--- config.mk ---
export PLATFORM = sky130hd
export DESIGN_NAME = fwips_cfg
export DESIGN_NICKNAME = d
export VERILOG_FILES = /design/src/fwips_pkg.sv /design/src/fwips_cfg.sv
export SDC_FILE = /design/constraint.sdc
export NUM_CORES = 1
export LEC_CHECK = 0
export BUFFER_PORTS_ARGS = -buffer_cell sky130_fd_sc_hd__buf_4
export CORE_MARGIN = 2
export CORE_UTILIZATION = 40
export CTS_CLUSTER_DIAMETER = 80
export DETAILED_ROUTE_END_ITERATION = 7
export GPL_TIMING_DRIVEN = 0
export PLACE_DENSITY = 0.67
export REMOVE_ABC_BUFFERS = 1
export SYNTH_ARGS = -nofsm -noshare
export SYNTH_HDL_FRONTEND = slang
export SYNTH_SLANG_ARGS = --single-unit
--- constraint.sdc ---
create_clock -name clk -period 1.05 [get_ports clk]
set_clock_uncertainty 0.15 [all_clocks]
set_input_delay 0 -clock clk [delete_from_list [all_inputs] [get_ports clk]]
set_output_delay 0 -clock clk [all_outputs]
set_load 0.01 [all_outputs]
--- src/fwips_pkg.sv ---
package fwips_pkg;

	localparam int WHEELS       = 4;
	localparam int COUNT_W      = 16;
	localparam int GAIN_W       = 12;
	localparam int TARGET_W     = 16;
	localparam int ERR_W        = 17;
	localparam int FRAC_BITS    = 8;
	localparam int ACC_W        = 22;
	localparam int PROD_W       = GAIN_W + 1 + ERR_W;
	localparam int SUM_W        = 32;
	localparam int DRIVE_W      = 14;
	localparam int COMPARE_W    = 13;
	localparam int CFG_IDX_W    = 3;
	localparam int CFG_DATA_W   = 16;
	localparam int IN_DATA_W    = WHEELS * COUNT_W;
	localparam int RES_W        = DRIVE_W + COMPARE_W + 1;
	localparam int OUT_DATA_W   = WHEELS * RES_W;

	localparam int OUTPUT_LIMIT     = 7199;
	localparam int ENCODER_MIDPOINT = 32768;

	localparam logic [GAIN_W-1:0]    PROP_GAIN_RST = GAIN_W'(1280);
	localparam logic [GAIN_W-1:0]    PREV_GAIN_RST = GAIN_W'(256);
	localparam logic signed [ERR_W:0] MIDPOINT     = (ERR_W+1)'(ENCODER_MIDPOINT);
	localparam logic signed [SUM_W-1:0] LIMIT_FX   = SUM_W'(OUTPUT_LIMIT << FRAC_BITS);
	localparam logic [COMPARE_W-1:0] LIMIT_CMP     = COMPARE_W'(OUTPUT_LIMIT);

	localparam logic [CFG_IDX_W-1:0] REG_PROP_GAIN = 3'd0;
	localparam logic [CFG_IDX_W-1:0] REG_PREV_GAIN = 3'd1;
	localparam logic [CFG_IDX_W-1:0] REG_TARGET_FR = 3'd2;
	localparam logic [CFG_IDX_W-1:0] REG_TARGET_FL = 3'd3;
	localparam logic [CFG_IDX_W-1:0] REG_TARGET_BR = 3'd4;
	localparam logic [CFG_IDX_W-1:0] REG_TARGET_BL = 3'd5;

	typedef struct packed {
		logic [GAIN_W-1:0]                 prop_gain;
		logic [GAIN_W-1:0]                 prev_gain;
		logic [WHEELS-1:0][TARGET_W-1:0]   target;
	} cfg_t;

	typedef struct packed {
		logic                 reverse;
		logic [COMPARE_W-1:0] compare;
		logic [DRIVE_W-1:0]   drive;
	} lane_res_t;

endpackage

--- src/fwips_cfg.sv ---
module fwips_cfg (
	input  logic                              clk,
	input  logic                              arst_n,
	input  logic                              wr_en,
	input  logic [fwips_pkg::CFG_IDX_W-1:0]   wr_index,
	input  logic [fwips_pkg::CFG_DATA_W-1:0]  wr_data,
	output fwips_pkg::cfg_t                   cfg
);
	import fwips_pkg::*;

	cfg_t cfg_q;

	always_ff @(posedge clk or negedge arst_n) begin
		if (!arst_n) begin
			cfg_q.prop_gain <= PROP_GAIN_RST;
			cfg_q.prev_gain <= PREV_GAIN_RST;
			cfg_q.target    <= '0;
		end else if (wr_en) begin
			unique case (wr_index)
				REG_PROP_GAIN: cfg_q.prop_gain <= wr_data[GAIN_W-1:0];
				REG_PREV_GAIN: cfg_q.prev_gain <= wr_data[GAIN_W-1:0];
				REG_TARGET_FR: cfg_q.target[0] <= wr_data[TARGET_W-1:0];
				REG_TARGET_FL: cfg_q.target[1] <= wr_data[TARGET_W-1:0];
				REG_TARGET_BR: cfg_q.target[2] <= wr_data[TARGET_W-1:0];
				REG_TARGET_BL: cfg_q.target[3] <= wr_data[TARGET_W-1:0];
				default: ;
			endcase
		end
	end

	assign cfg = cfg_q;

endmodule

==> results.md <==
- Total of max-cap violations: 0
- Post-Syn Area: 0.00332 mm2
- Post-route setup slack: -99.7 ps
- Site Rows: 33
- P_leak: 2.34 nW
- Worst-Skew Late Latency: about 350 ps
- I/O pins: 110
- ANT cells: 0
- Pint: 0.00770 W
- Worst path buffer plus inverter count: 1
- Routed WL per cell: 17.5 um
- Pwr/cell area: 2060 mW/mm2
- Std-Cell Core Area: a little over 0.008 mm2
- Sequential area share after synthesis: 0.664
- Ys Warns: 0
- Initial core utilization: 0.409
- Port Buffers: 109
- DR vias/cell: 4.87
- Iteration-0 DRC Markers: 62
- Unique masters post-synth: 10
- Design Area, Final: approximately 0.005 mm2
- CP delay by family, top: flip-flops
- Top post-synthesis cells by count: mux2_2 (88), dfrtp_1 (85), buf_2 (6)
- DP Area: 0.00429 mm2
- Max Clk Rate: between 0.8 and 0.9 GHz
- Count of final max-slew check failures: 0
- First-pass DRT Iterations: 4
- H-Tree Depth: 3
- Layout Nets: 350
- Top_reg_cell synth: dfrtp_1
- Post-CTS Hold Buffers: 16
- CP max stage cell: dfstp_2
- Num CTS Buffers: 9
- Post-DRT Antenna Nets: 0
- Comb pwr share: 0.293
- Final Cycle Share: 1.09
- WL final: 7680 um
- Worst-path maximum fanout: 2
- Chip Height: 95.2 um
- First-pass GRT wire length: approximately 11000 um
- Switching share of power: 0.263
- Max stage delay on crit path: roughly 550 ps
- Synth Register Bits: 88
- Final std cells w/o fill: 438
- Clk pwr share: 0.258
- Clock Path Buffers: 2
- Gr ovfl total: 0
- CTS root buffer: clkbuf_8
- Crit. End Element: output pin
- Number of synthesized flops with an enable pin: 0
- # placed instances: 398
- Worst-path cell chain: buf_6
- Async S/R FF share, synth: 1.00
- Initial antenna violation count: 0
- Vias in the first global route: between 2000 and 2500
- Synth top area share: 0.640
- Max reg flops: around 90
- Register share of total power: 0.448
- Unrepaired setup endpoints after global routing: true
- WS Path Type: reg -> out
- Worst slack at placement: -725 ps
- Setup Viol. Count Final: 4
- Met3 Resource Use GR: 0.0348
- Rel. slew slack: 0.273
- Met2 Resource Use GR: 0.256
- Hold crit path type: in -> async
- Dpl hpwl: ~4700 um
- Die area: between 0.009 and 0.01 mm2
- Synthesized netlist cell count: 190
- Largest net degree at the start of global routing: between 80 and 90
- Clock slew at reported path FFs: 90 ps
- DRC viols: 0
- Hold Slack: -322 ps
- Critical path launch point type: flip-flop
- Die Width: around 95 um
- Final Hold Viols: 85
- Peak VDD IR: ~0.00098 V
- Routed via count: approximately 2100
- Layout area overhead: 52.9%
- Worst-Margin Slew: 1090 ps
- Failing checks: negative hold slack, negative setup slack
- Area leader, netlist: dfrtp_1
- Syn avg cell area: approximately 17 um2
- CTS tree: yes
- Most common cell in the netlist: mux2_2
- Layout cells sized above 1: 0.697
- Status: finished with violations
- Crit path DAT: 1000 ps
- Tot GR Track Use: 0.169
- Top cells by area, synth: dfrtp_1 (64%), mux2_2 (30%), dfstp_2 (2.4%)
- # fillers: about 630
- GPL Wtd Cong: about 0.65
- Global routing's busiest layer: met2
- M1 GR Usage: 0.236
- Fin crit period: roughly 1100 ps
- Worst Path Required: roughly 900 ps
- Clock sink total: 88
- Sw Pwr: 0.00275 W
-- layer usage --
layer	vias up	wire length, um
met3	13	436
met1	1096	3380
met5	-	0
li1	960	-
met2	66	3750
met4	0	121
-- placed cells by master, fill, tap and decap left out --
cell type	netlist	routed
buf_8	0	2
and4bb_4	0	1
mux2_2	88	88
dfrtp_1	85	85
clkbuf_8	0	12
nor4b_4	0	1
nor4bb_4	0	2
buf_6	1	82
dlygate4sd3_1	0	16
nand4b_4	0	2
buf_4	1	35
dfstp_2	3	3
clkinvlp_4	0	2
bufinv_16	0	2
-- cell families (layout without fill, tap and decap cells) --
kind of cell / after synthesis / in the layout / share of synthesized area
mux: 88 / 88 / 0.298
simple gates: 6 / 6 / 0.0233
flops: 88 / 88 / 0.664
buf+inv: 8 / 151 / 0.0147
-- metrics by stage --
stage | power, W | setup TNS [ps] | utilization
after floorplan | 0.00563 | -47980 | -
after global placement | 0.00710 | -135830 | 0.519
after detailed placement | 0.00720 | -59650 | 0.528
after CTS | 0.0102 | -7060 | 0.597
after global routing | 0.0110 | -986 | 0.625
final | 0.0104 | -302 | 0.625
-- path summary, 6_finish.rpt --
path	startpoint	end	slack, ps	cells past startpoint
max reg2reg	cfg[4]	cfg[4]	0	2
min reg2reg	cfg[49]	cfg[49]	360	1
max	cfg[86]	cfg[86]	-100	1
min in group clk	wr_index[1]	cfg[42]	70	4
min	arst_n	cfg[36]	-320	1
max in group asynchronous	arst_n	cfg[22]	340	1
-- layout make-up --
type	count	area, um2	area share
sequential	88	2210	0.434
timing repair buffer	135	1380	0.271
multi-input combinational	94	1130	0.222
clock buffer	12	165	0.0325
tap	105	131	0.0258
clock inverter	4	75.1	0.0148
-- power by group through the flow --
stage	Combinational (W)	Clock (W)	Sequential, W
after global placement	0.00253	0	0.00458
after global routing	0.00329	0.00292	0.00477
after detailed placement	0.00259	0	0.00461
after CTS	0.00283	0.00278	0.00461
final	0.00307	0.00270	0.00468
after floorplan	0.000701	0	0.00493
-- what timing repair did --
item | 4_1_cts | 5_1_grt
setup endpoints to repair | 109 | 125
pin swaps | 3 | 2
resized for setup | 32 | 53
buffers inserted | 6 | 2
hold endpoints to repair | 173 | 85
Note: power is estimated with default switching activity, not from simulation.
