$ cat src/fwips_pkg.sv
package fwips_pkg;

	localparam int WHEELS       = 4;
	localparam int COUNT_W      = 16;
	localparam int GAIN_W       = 12;
	localparam int TARGET_W     = 16;
	localparam int ERR_W        = 17;
	localparam int FRAC_BITS    = 8;
	localparam int ACC_W        = 22;
	localparam int PROD_W       = GAIN_W + 1 + ERR_W;
	localparam int SUM_W        = 32;
	localparam int DRIVE_W      = 14;
	localparam int COMPARE_W    = 13;
	localparam int CFG_IDX_W    = 3;
	localparam int CFG_DATA_W   = 16;
	localparam int IN_DATA_W    = WHEELS * COUNT_W;
	localparam int RES_W        = DRIVE_W + COMPARE_W + 1;
	localparam int OUT_DATA_W   = WHEELS * RES_W;

	localparam int OUTPUT_LIMIT     = 7199;
	localparam int ENCODER_MIDPOINT = 32768;

	localparam logic [GAIN_W-1:0]    PROP_GAIN_RST = GAIN_W'(1280);
	localparam logic [GAIN_W-1:0]    PREV_GAIN_RST = GAIN_W'(256);
	localparam logic signed [ERR_W:0] MIDPOINT     = (ERR_W+1)'(ENCODER_MIDPOINT);
	localparam logic signed [SUM_W-1:0] LIMIT_FX   = SUM_W'(OUTPUT_LIMIT << FRAC_BITS);
	localparam logic [COMPARE_W-1:0] LIMIT_CMP     = COMPARE_W'(OUTPUT_LIMIT);

	localparam logic [CFG_IDX_W-1:0] REG_PROP_GAIN = 3'd0;
	localparam logic [CFG_IDX_W-1:0] REG_PREV_GAIN = 3'd1;
	localparam logic [CFG_IDX_W-1:0] REG_TARGET_FR = 3'd2;
	localparam logic [CFG_IDX_W-1:0] REG_TARGET_FL = 3'd3;
	localparam logic [CFG_IDX_W-1:0] REG_TARGET_BR = 3'd4;
	localparam logic [CFG_IDX_W-1:0] REG_TARGET_BL = 3'd5;

	typedef struct packed {
		logic [GAIN_W-1:0]                 prop_gain;
		logic [GAIN_W-1:0]                 prev_gain;
		logic [WHEELS-1:0][TARGET_W-1:0]   target;
	} cfg_t;

	typedef struct packed {
		logic                 reverse;
		logic [COMPARE_W-1:0] compare;
		logic [DRIVE_W-1:0]   drive;
	} lane_res_t;

endpackage

$ cat src/fwips_lane.sv
module fwips_lane (
	input  logic                             clk,
	input  logic                             arst_n,
	input  logic                             en,
	input  logic [fwips_pkg::COUNT_W-1:0]    count,
	input  logic [fwips_pkg::GAIN_W-1:0]     prop_gain,
	input  logic [fwips_pkg::GAIN_W-1:0]     prev_gain,
	input  logic [fwips_pkg::TARGET_W-1:0]   target,
	output fwips_pkg::lane_res_t             res
);
	import fwips_pkg::*;

	localparam int INT_W = ACC_W - FRAC_BITS;

	logic signed [ACC_W-1:0]  acc_q;
	logic signed [ERR_W-1:0]  perr_q;

	logic signed [ERR_W:0]    speed;
	logic signed [ERR_W:0]    err_full;
	logic signed [ERR_W-1:0]  err;
	logic signed [PROD_W-1:0] prod_cur;
	logic signed [PROD_W-1:0] prod_prev;
	logic signed [SUM_W-1:0]  sum;
	logic signed [ACC_W-1:0]  acc_d;
	logic [ACC_W-1:0]         mag;
	logic [INT_W-1:0]         int_mag;
	logic [DRIVE_W-1:0]       drive;

	always_comb begin
		speed     = $signed({2'b00, count}) - MIDPOINT;
		err_full  = $signed({{(ERR_W+1-TARGET_W){target[TARGET_W-1]}}, target}) - speed;
		err       = err_full[ERR_W-1:0];
		prod_cur  = $signed({1'b0, prop_gain}) * err;
		prod_prev = $signed({1'b0, prev_gain}) * perr_q;
		sum       = SUM_W'(acc_q) + SUM_W'(prod_cur) - SUM_W'(prod_prev);

		if (sum > LIMIT_FX)
			acc_d = ACC_W'(LIMIT_FX);
		else if (sum < -LIMIT_FX)
			acc_d = ACC_W'(-LIMIT_FX);
		else
			acc_d = sum[ACC_W-1:0];

		// truncate toward zero: work on the magnitude
		mag     = acc_d[ACC_W-1] ? ACC_W'(-acc_d) : ACC_W'(acc_d);
		int_mag = mag[ACC_W-1:FRAC_BITS];
		drive   = acc_d[ACC_W-1] ? DRIVE_W'(-int_mag) : DRIVE_W'(int_mag);

		res.drive   = drive;
		res.reverse = drive[DRIVE_W-1];
		res.compare = drive[DRIVE_W-1] ? int_mag[COMPARE_W-1:0]
		                               : LIMIT_CMP - int_mag[COMPARE_W-1:0];
	end

	always_ff @(posedge clk or negedge arst_n) begin
		if (!arst_n) begin
			acc_q  <= '0;
			perr_q <= '0;
		end else if (en) begin
			acc_q  <= acc_d;
			perr_q <= err;
		end
	end

endmodule

$ cat config.mk
export PLATFORM = sky130hd
export DESIGN_NAME = fwips_lane
export DESIGN_NICKNAME = d
export VERILOG_FILES = /design/src/fwips_pkg.sv /design/src/fwips_lane.sv
export SDC_FILE = /design/constraint.sdc
export NUM_CORES = 1
export LEC_CHECK = 0
export BUFFER_PORTS_ARGS = -buffer_cell sky130_fd_sc_hd__buf_4
export CAP_MARGIN = 20
export CORE_AREA = 8 8 187 189
export CTS_BUF_LIST = sky130_fd_sc_hd__clkbuf_4 sky130_fd_sc_hd__clkbuf_8
export CTS_CLUSTER_SIZE = 14
export DETAILED_ROUTE_END_ITERATION = 7
export DIE_AREA = 0 0 195 197
export PLACE_DENSITY = 0.83
export SLEW_MARGIN = 20
export SYNTH_ARGS = -nofsm -noshare
export SYNTH_HDL_FRONTEND = slang
export SYNTH_SLANG_ARGS = --single-unit
$ cat constraint.sdc
create_clock -name clk -period 17.59 [get_ports clk]
set_input_delay 0.8795 -clock clk [delete_from_list [all_inputs] [get_ports clk]]
set_output_delay 0.8795 -clock clk [all_outputs]
set_load 0.02 [all_outputs]
==> flow_summary_export.csv, run 1 <==
group,metric,value,unit
critical_path,critical_path_required,16710,ps
layout,antenna_cells,0,
timing,relSlewSlack,37.43,%
critical_path,worstReg2RegEnd,"acc_q[2]",
synth,postSynthCellCount,2282,
synth,synth-seq-area-share,4.748,%
global_routing,grt_pass1_wl,85490,µm
synth,synth_fa_ha_area_share,55.29,%
global_routing,antenna_found_initial,0,
timing,drv_slew,0,
synth,synth_cell_types,87,
critical_path,startpoint_type,"input port",
synth,synth_top_area_cell,"fa_1",
floorplan,core,0.03204,mm²
synth,synth_compound_area_share,8.254,%
drt,antenna_left,0,
critical_path,r2r-start,"perr_q[16]",
floorplan,die_h,197,µm
synth,synth.top_cell.area_share,45.68,%
critical_path,crit_family,"adder cells",
floorplan,rows,66,
global_routing,grt_max_degree,57,
drt,wl,50100,µm
critical_path,critPathSlowestCell,"o31ai_1",
placed_design,place_hpwl,42750,µm
placed_design,place.gp.congestion,0.9291,
global_routing,grt_pass1_vias,17130,
synth,yosysWarnings,0,
critical_path,worstSetupPathType,"input port to primary output",
drt,drtIter0Drc,1159,
clocking,ctsHoldBuffers,0,
synth,synth_xor_area_share,2.897,%
critical_path,cp_max_fo,18,
placed_design,portBuffers,86,
synth,synth_simple_gate_area_share,15.24,%
timing,period_needed,14470,ps
drt,wl_per_cell,18.58,µm
drt,drc_errors,0,
critical_path,crit_buf_inv,7,
worst_hold_path,hold_class,"input port to async pin",
timing,fin_tns_setup,0,ps
drt,dr.pass1.iters,5,
synth,syn-cell-area,0.02056,mm²
layout,final-seq-area,975.9,µm²
timing,timing.fmax,0.06912,GHz
critical_path,rrSetupSlack,8430,ps
status,status,"complete, no violations",
layout,multi_input_area,0.01710,mm²
clocking,tritoncts,"built",
clocking,clk_pin_slew,110,ps
critical_path,worstSetupEndpointType,"primary output",
synth,synthArstFlopShare,100.0,%
layout,fin_nets,2974,
synth,ys_ff_latch,39,
synth,synthFlopType,"dfrtp_1",
synth,synth.avg_cell_area,9.008,µm²
critical_path,critPathMostFrequentCell,"fa_1",
global_routing,overflow,0,
synth,synth.area.mux_share,1.345,%
floorplan,start_util,64.16,%
clocking,cts_setup_buffers,0,
floorplan,num_io_pins,87,
critical_path,reg2reg_depth,24,
clocking,cts_buffer_depth,2,
layout,fillers,2490,
clocking,htree_levels,2,
synth,ys_top_cells_by_area,"fa_1, inv_1, ha_1",
timing,tightest_slew,931.8,ps
run,maxCapViolCount,0,
critical_path,worst_ep_arrival_time,13590,ps
clocking,clkLatencyLatePin,320,ps
drt,vias_per_cell,5.755,
drt,via_count,15520,
timing,rsz0062_at_grt,"no",
synth,synth_nets,2968,
global_routing,grt.total_usage,27.39,%
layout,drive_gt1_share,7.165,%
timing,period_share,82.25,%
timing,finClkSkew,15.70,ps
timing,setup_viol,0,
clocking,cts-root-buf,"clkbuf_8",
floorplan,die_w,195,µm
clocking,cts.sink_count,39,
critical_path,critPathLaunch,"count[2]",
clocking,cts_made_buffers,5,
layout,syn2layout_area_growth,4.827,%
critical_path,critPathMaxStageDelay,690,ps
synth,synth_top_family_by_area,"adder cells",
floorplan,dieArea,0.03842,mm²
timing,timing_hold_violations_final,0,
synth,synth_edf_count,0,
clocking,cts_resized,0,
through the flow:
stage | cell area (µm²) | worst slack, ps | util, % | cells | hold WS, ps
after CTS | 21540 | 3336 | 67.21 | 2697 | 569.0
after floorplan | 20560 | 4785 | - | 2282 | 502.5
final | 21550 | 3123 | 67.25 | 2697 | 546.9
after global routing | 21550 | 2156 | 67.25 | 2697 | 584.6
after global placement | 21410 | 3409 | 66.81 | 2689 | 522.9
after detailed placement | 21420 | 3370 | 66.85 | 2689 | 545.2
layer usage:
layer  part of all wire, %  routed length [µm]  global-route usage (%)
met1                    39               19580                   35.19
met2                    50               25290                   47.16
met3                   6.8                3410                   3.241
met4                   3.6                1817                   10.78
met5                     0                   0                       0
logic make-up after synthesis:
family	count (synthesis)
fa+ha+maj	627
flops	39
xor+xnor	68
simple gates	618
compound gates	245
buf+inv	660
mux	25
sequential cells by signal, indices dropped and copies added (netlist names):
name,count
perr_q,17
acc_q,22
layout by cell type, fill, tap and decap left out, types with 5 or more instances in the layout:
cell type,netlist,routed
a211oi_1,6,6
a31oi_1,9,9
inv_1,558,558
fa_1,469,469
a21o_1,21,21
o21bai_1,11,11
dfrtp_1,39,39
nor3_1,17,16
and3_1,9,9
nand4_1,6,6
nor2b_1,11,11
ha_1,158,158
a21oi_1,83,83
o21ai_0,47,47
and2_1,207,207
o22ai_1,5,5
nand2_1,252,252
nand3_1,23,23
mux2_2,21,21
o31ai_1,5,5
or3_1,5,5
clkbuf_8,0,5
xor2_1,20,17
nor2_1,53,53
buf_4,2,99
nand2b_1,5,5
xnor2_1,48,47
final cells by class:
| cell class | instances | share of cell area, % |
|---|---|---|
| Multi-Input combinational cell | 1583 | 79.36 |
| Inverter | 560 | 9.755 |
| Sequential cell | 39 | 4.529 |
| Timing Repair Buffer | 99 | 3.449 |
| Tap cell | 408 | 2.369 |
| Clock buffer | 5 | 0.3194 |
| Clock inverter | 3 | 0.2148 |
how the worst max path moves through the flow:
stage | to | slack (ps) | depth (start not counted)
CTS | res[24] | 3340 | 44
global placement | res[18] | 3410 | 46
global route | res[24] | 2160 | 44
detailed placement | res[24] | 3370 | 43
finish | res[24] | 3120 | 44
floorplan | res[14] | 4780 | 48
cell usage after synthesis (all sizes together), types with 4 or more instances:
master	count
a2111oi	5
a211oi	7
a21o	21
a21oi	85
a31oi	9
and2	207
and3	9
and4	4
buf	19
clkbuf	81
dfrtp	39
fa	469
ha	158
inv	560
mux2	21
mux2i	4
nand2	252
nand2b	5
nand3	24
nand4	7
nor2	54
nor2b	11
nor3	19
nor4	5
o211ai	5
o21a	4
o21ai	52
o21bai	13
o22ai	6
o31ai	6
or3	5
or4	4
xnor2	48
xor2	20
Power of run 1 is not shown: default switching activity piles up to over one toggle a cycle in this logic, so the estimate is an artifact.
==> inputs of run 2 (changes only) <==
CORE_AREA = 8 8 195 197   (was 8 8 187 189)
DIE_AREA = 0 0 203 205   (was 0 0 195 197)
PLACE_DENSITY = 0.8   (was 0.83)
clock period = 13.2 ns   (was 17.59 ns; I/O delays follow)
==> flow_summary_export.csv, run 2 (synthesis results as in run 1) <==
group,metric,value,unit
clocking,cts_buffer_depth,2,
floorplan,core,0.03496,mm²
critical_path,critical_path_required,12540,ps
timing,timing_hold_violations_final,0,
timing,setup_viol,0,
status,status,"complete, no violations",
layout,fin_nets,3007,
global_routing,grt_pass1_vias,17410,
placed_design,place_ws,-56.27,ps
drt,top_layer_used,"met4",
drt,met1_length,20000,µm
critical_path,startpoint_type,"input port",
global_routing,grt_pass1_wl,86890,µm
clocking,clkLatencyLatePin,330,ps
critical_path,worstSetupEndpointType,"primary output",
critical_path,worstReg2RegEnd,"acc_q[14]",
drt,wl_met3,3151,µm
timing,timing.fmax,0.07889,GHz
drt,antenna_left,0,
placed_design,place.gp.congestion,0.9579,
critical_path,reg2reg_depth,25,
global_routing,antenna_found_initial,0,
drt,wl,51210,µm
timing,period_needed,12680,ps
critical_path,r2r-start,"perr_q[16]",
timing,setup_ws,524.5,ps
layout,largest_register_ffs,22,
drt,drc_errors,0,
critical_path,critPathMostFrequentCell,"fa_1",
floorplan,dieArea,0.04162,mm²
floorplan,start_util,58.79,%
clocking,tritoncts,"built",
timing,period_share,96.03,%
drt,vias_per_cell,5.569,
placed_design,portBuffers,86,
critical_path,worst_ep_arrival_time,12020,ps
floorplan,num_io_pins,87,
timing,relSlewSlack,41.07,%
layout,largest-register,"acc_q",
floorplan,die_h,205,µm
clocking,ctsHoldBuffers,0,
clocking,cts.sink_count,39,
floorplan,die_w,203,µm
critical_path,worstSetupPathType,"input port to primary output",
global_routing,overflow,0,
drt,drtIter0Drc,1063,
timing,drv_slew,0,
critical_path,critPathSlowestCell,"fa_1",
layout,final_common_cell,"inv_1",
run,maxCapViolCount,0,
critical_path,rrSetupSlack,4130,ps
layout,largestRegisters,"acc_q x22, perr_q x17",
placed_design,place_hpwl,43670,µm
critical_path,cp_max_fo,18,
global_routing,grt_max_degree,57,
worst_hold_path,hold_class,"input port to async pin",
drt,via_count,15500,
timing,hold_ws,336.1,ps
drt,wl_met2,26540,µm
clocking,cts-root-buf,"clkbuf_8",
layout,finalCoreUtilization,63.19,%
global_routing,grt.total_usage,25.70,%
layout,antenna_cells,0,
floorplan,rows,69,
clocking,clk_pin_slew,110,ps
clocking,cts_made_buffers,5,
timing,fin_tns_setup,0,ps
layout,drive_gt1_share,9.948,%
drt,dr.pass1.iters,5,
timing,tightest_slew,877.6,ps
timing,finClkSkew,12.35,ps
drt,wl_per_cell,18.40,µm
layout,syn2layout_area_growth,7.487,%
layout,final_cell_mix,"inv_1, fa_1, nand2_1",
clocking,htree_levels,2,
critical_path,critPathMaxStageDelay,650,ps
-- run 2: timing repair --
action,CTS,global route
resized for setup,1,51
pin swaps,0,7
setup buffers,0,5
endpoints found under the setup margin,2,25
-- run 2: critical path, delay by kind of cell --
family / cells / cell delay [ps]
and+or+nand+nor: 7 / 1130
AOI/OAI and AO/OA: 19 / 4170
xor gates and xnor gates: 1 / 210
adders and majority gates: 10 / 4490
buffers and inverters: 11 / 1330
-- run 2: worst max path at each step --
stage | to | slack, ps | cells after the start | startpoint
6_report | res[24] | 520 | 48 | count[2]
4_1_cts | res[24] | 40 | 47 | count[1]
3_5_place_dp | res[24] | -60 | 47 | count[1]
3_3_place_gp | res[16] | 280 | 49 | count[1]
2_1_floorplan | res[14] | 830 | 48 | count[2]
5_1_grt | res[24] | -80 | 48 | count[1]
-- run 2: final cells by class --
| class | instances | area [µm²] |
|---|---|---|
| fill | 2854 | 12870 |
| tap | 461 | 576.8 |
| sequential | 39 | 975.9 |
| multi-input combinational | 1583 | 17310 |
| clock inverter | 3 | 67.56 |
| timing repair buffer | 132 | 994.7 |
| inverter | 560 | 2102 |
| clock buffer | 5 | 68.82 |
-- run 2: metal layers --
metal	global-route usage, %	up-vias
met5	0	-
met4	8.469	0
met3	3.384	121
met2	45.41	601
met1	32.36	7858
li1	-	6919
-- run 2: per-stage QoR --
step | instances | instance area (µm²)
floorplan | 2282 | 20560
global placement | 2770 | 21680
detailed placement | 2770 | 21680
CTS | 2778 | 21830
global route | 2783 | 22090
finish | 2783 | 22090
Power of run 2 is left out for the same reason.
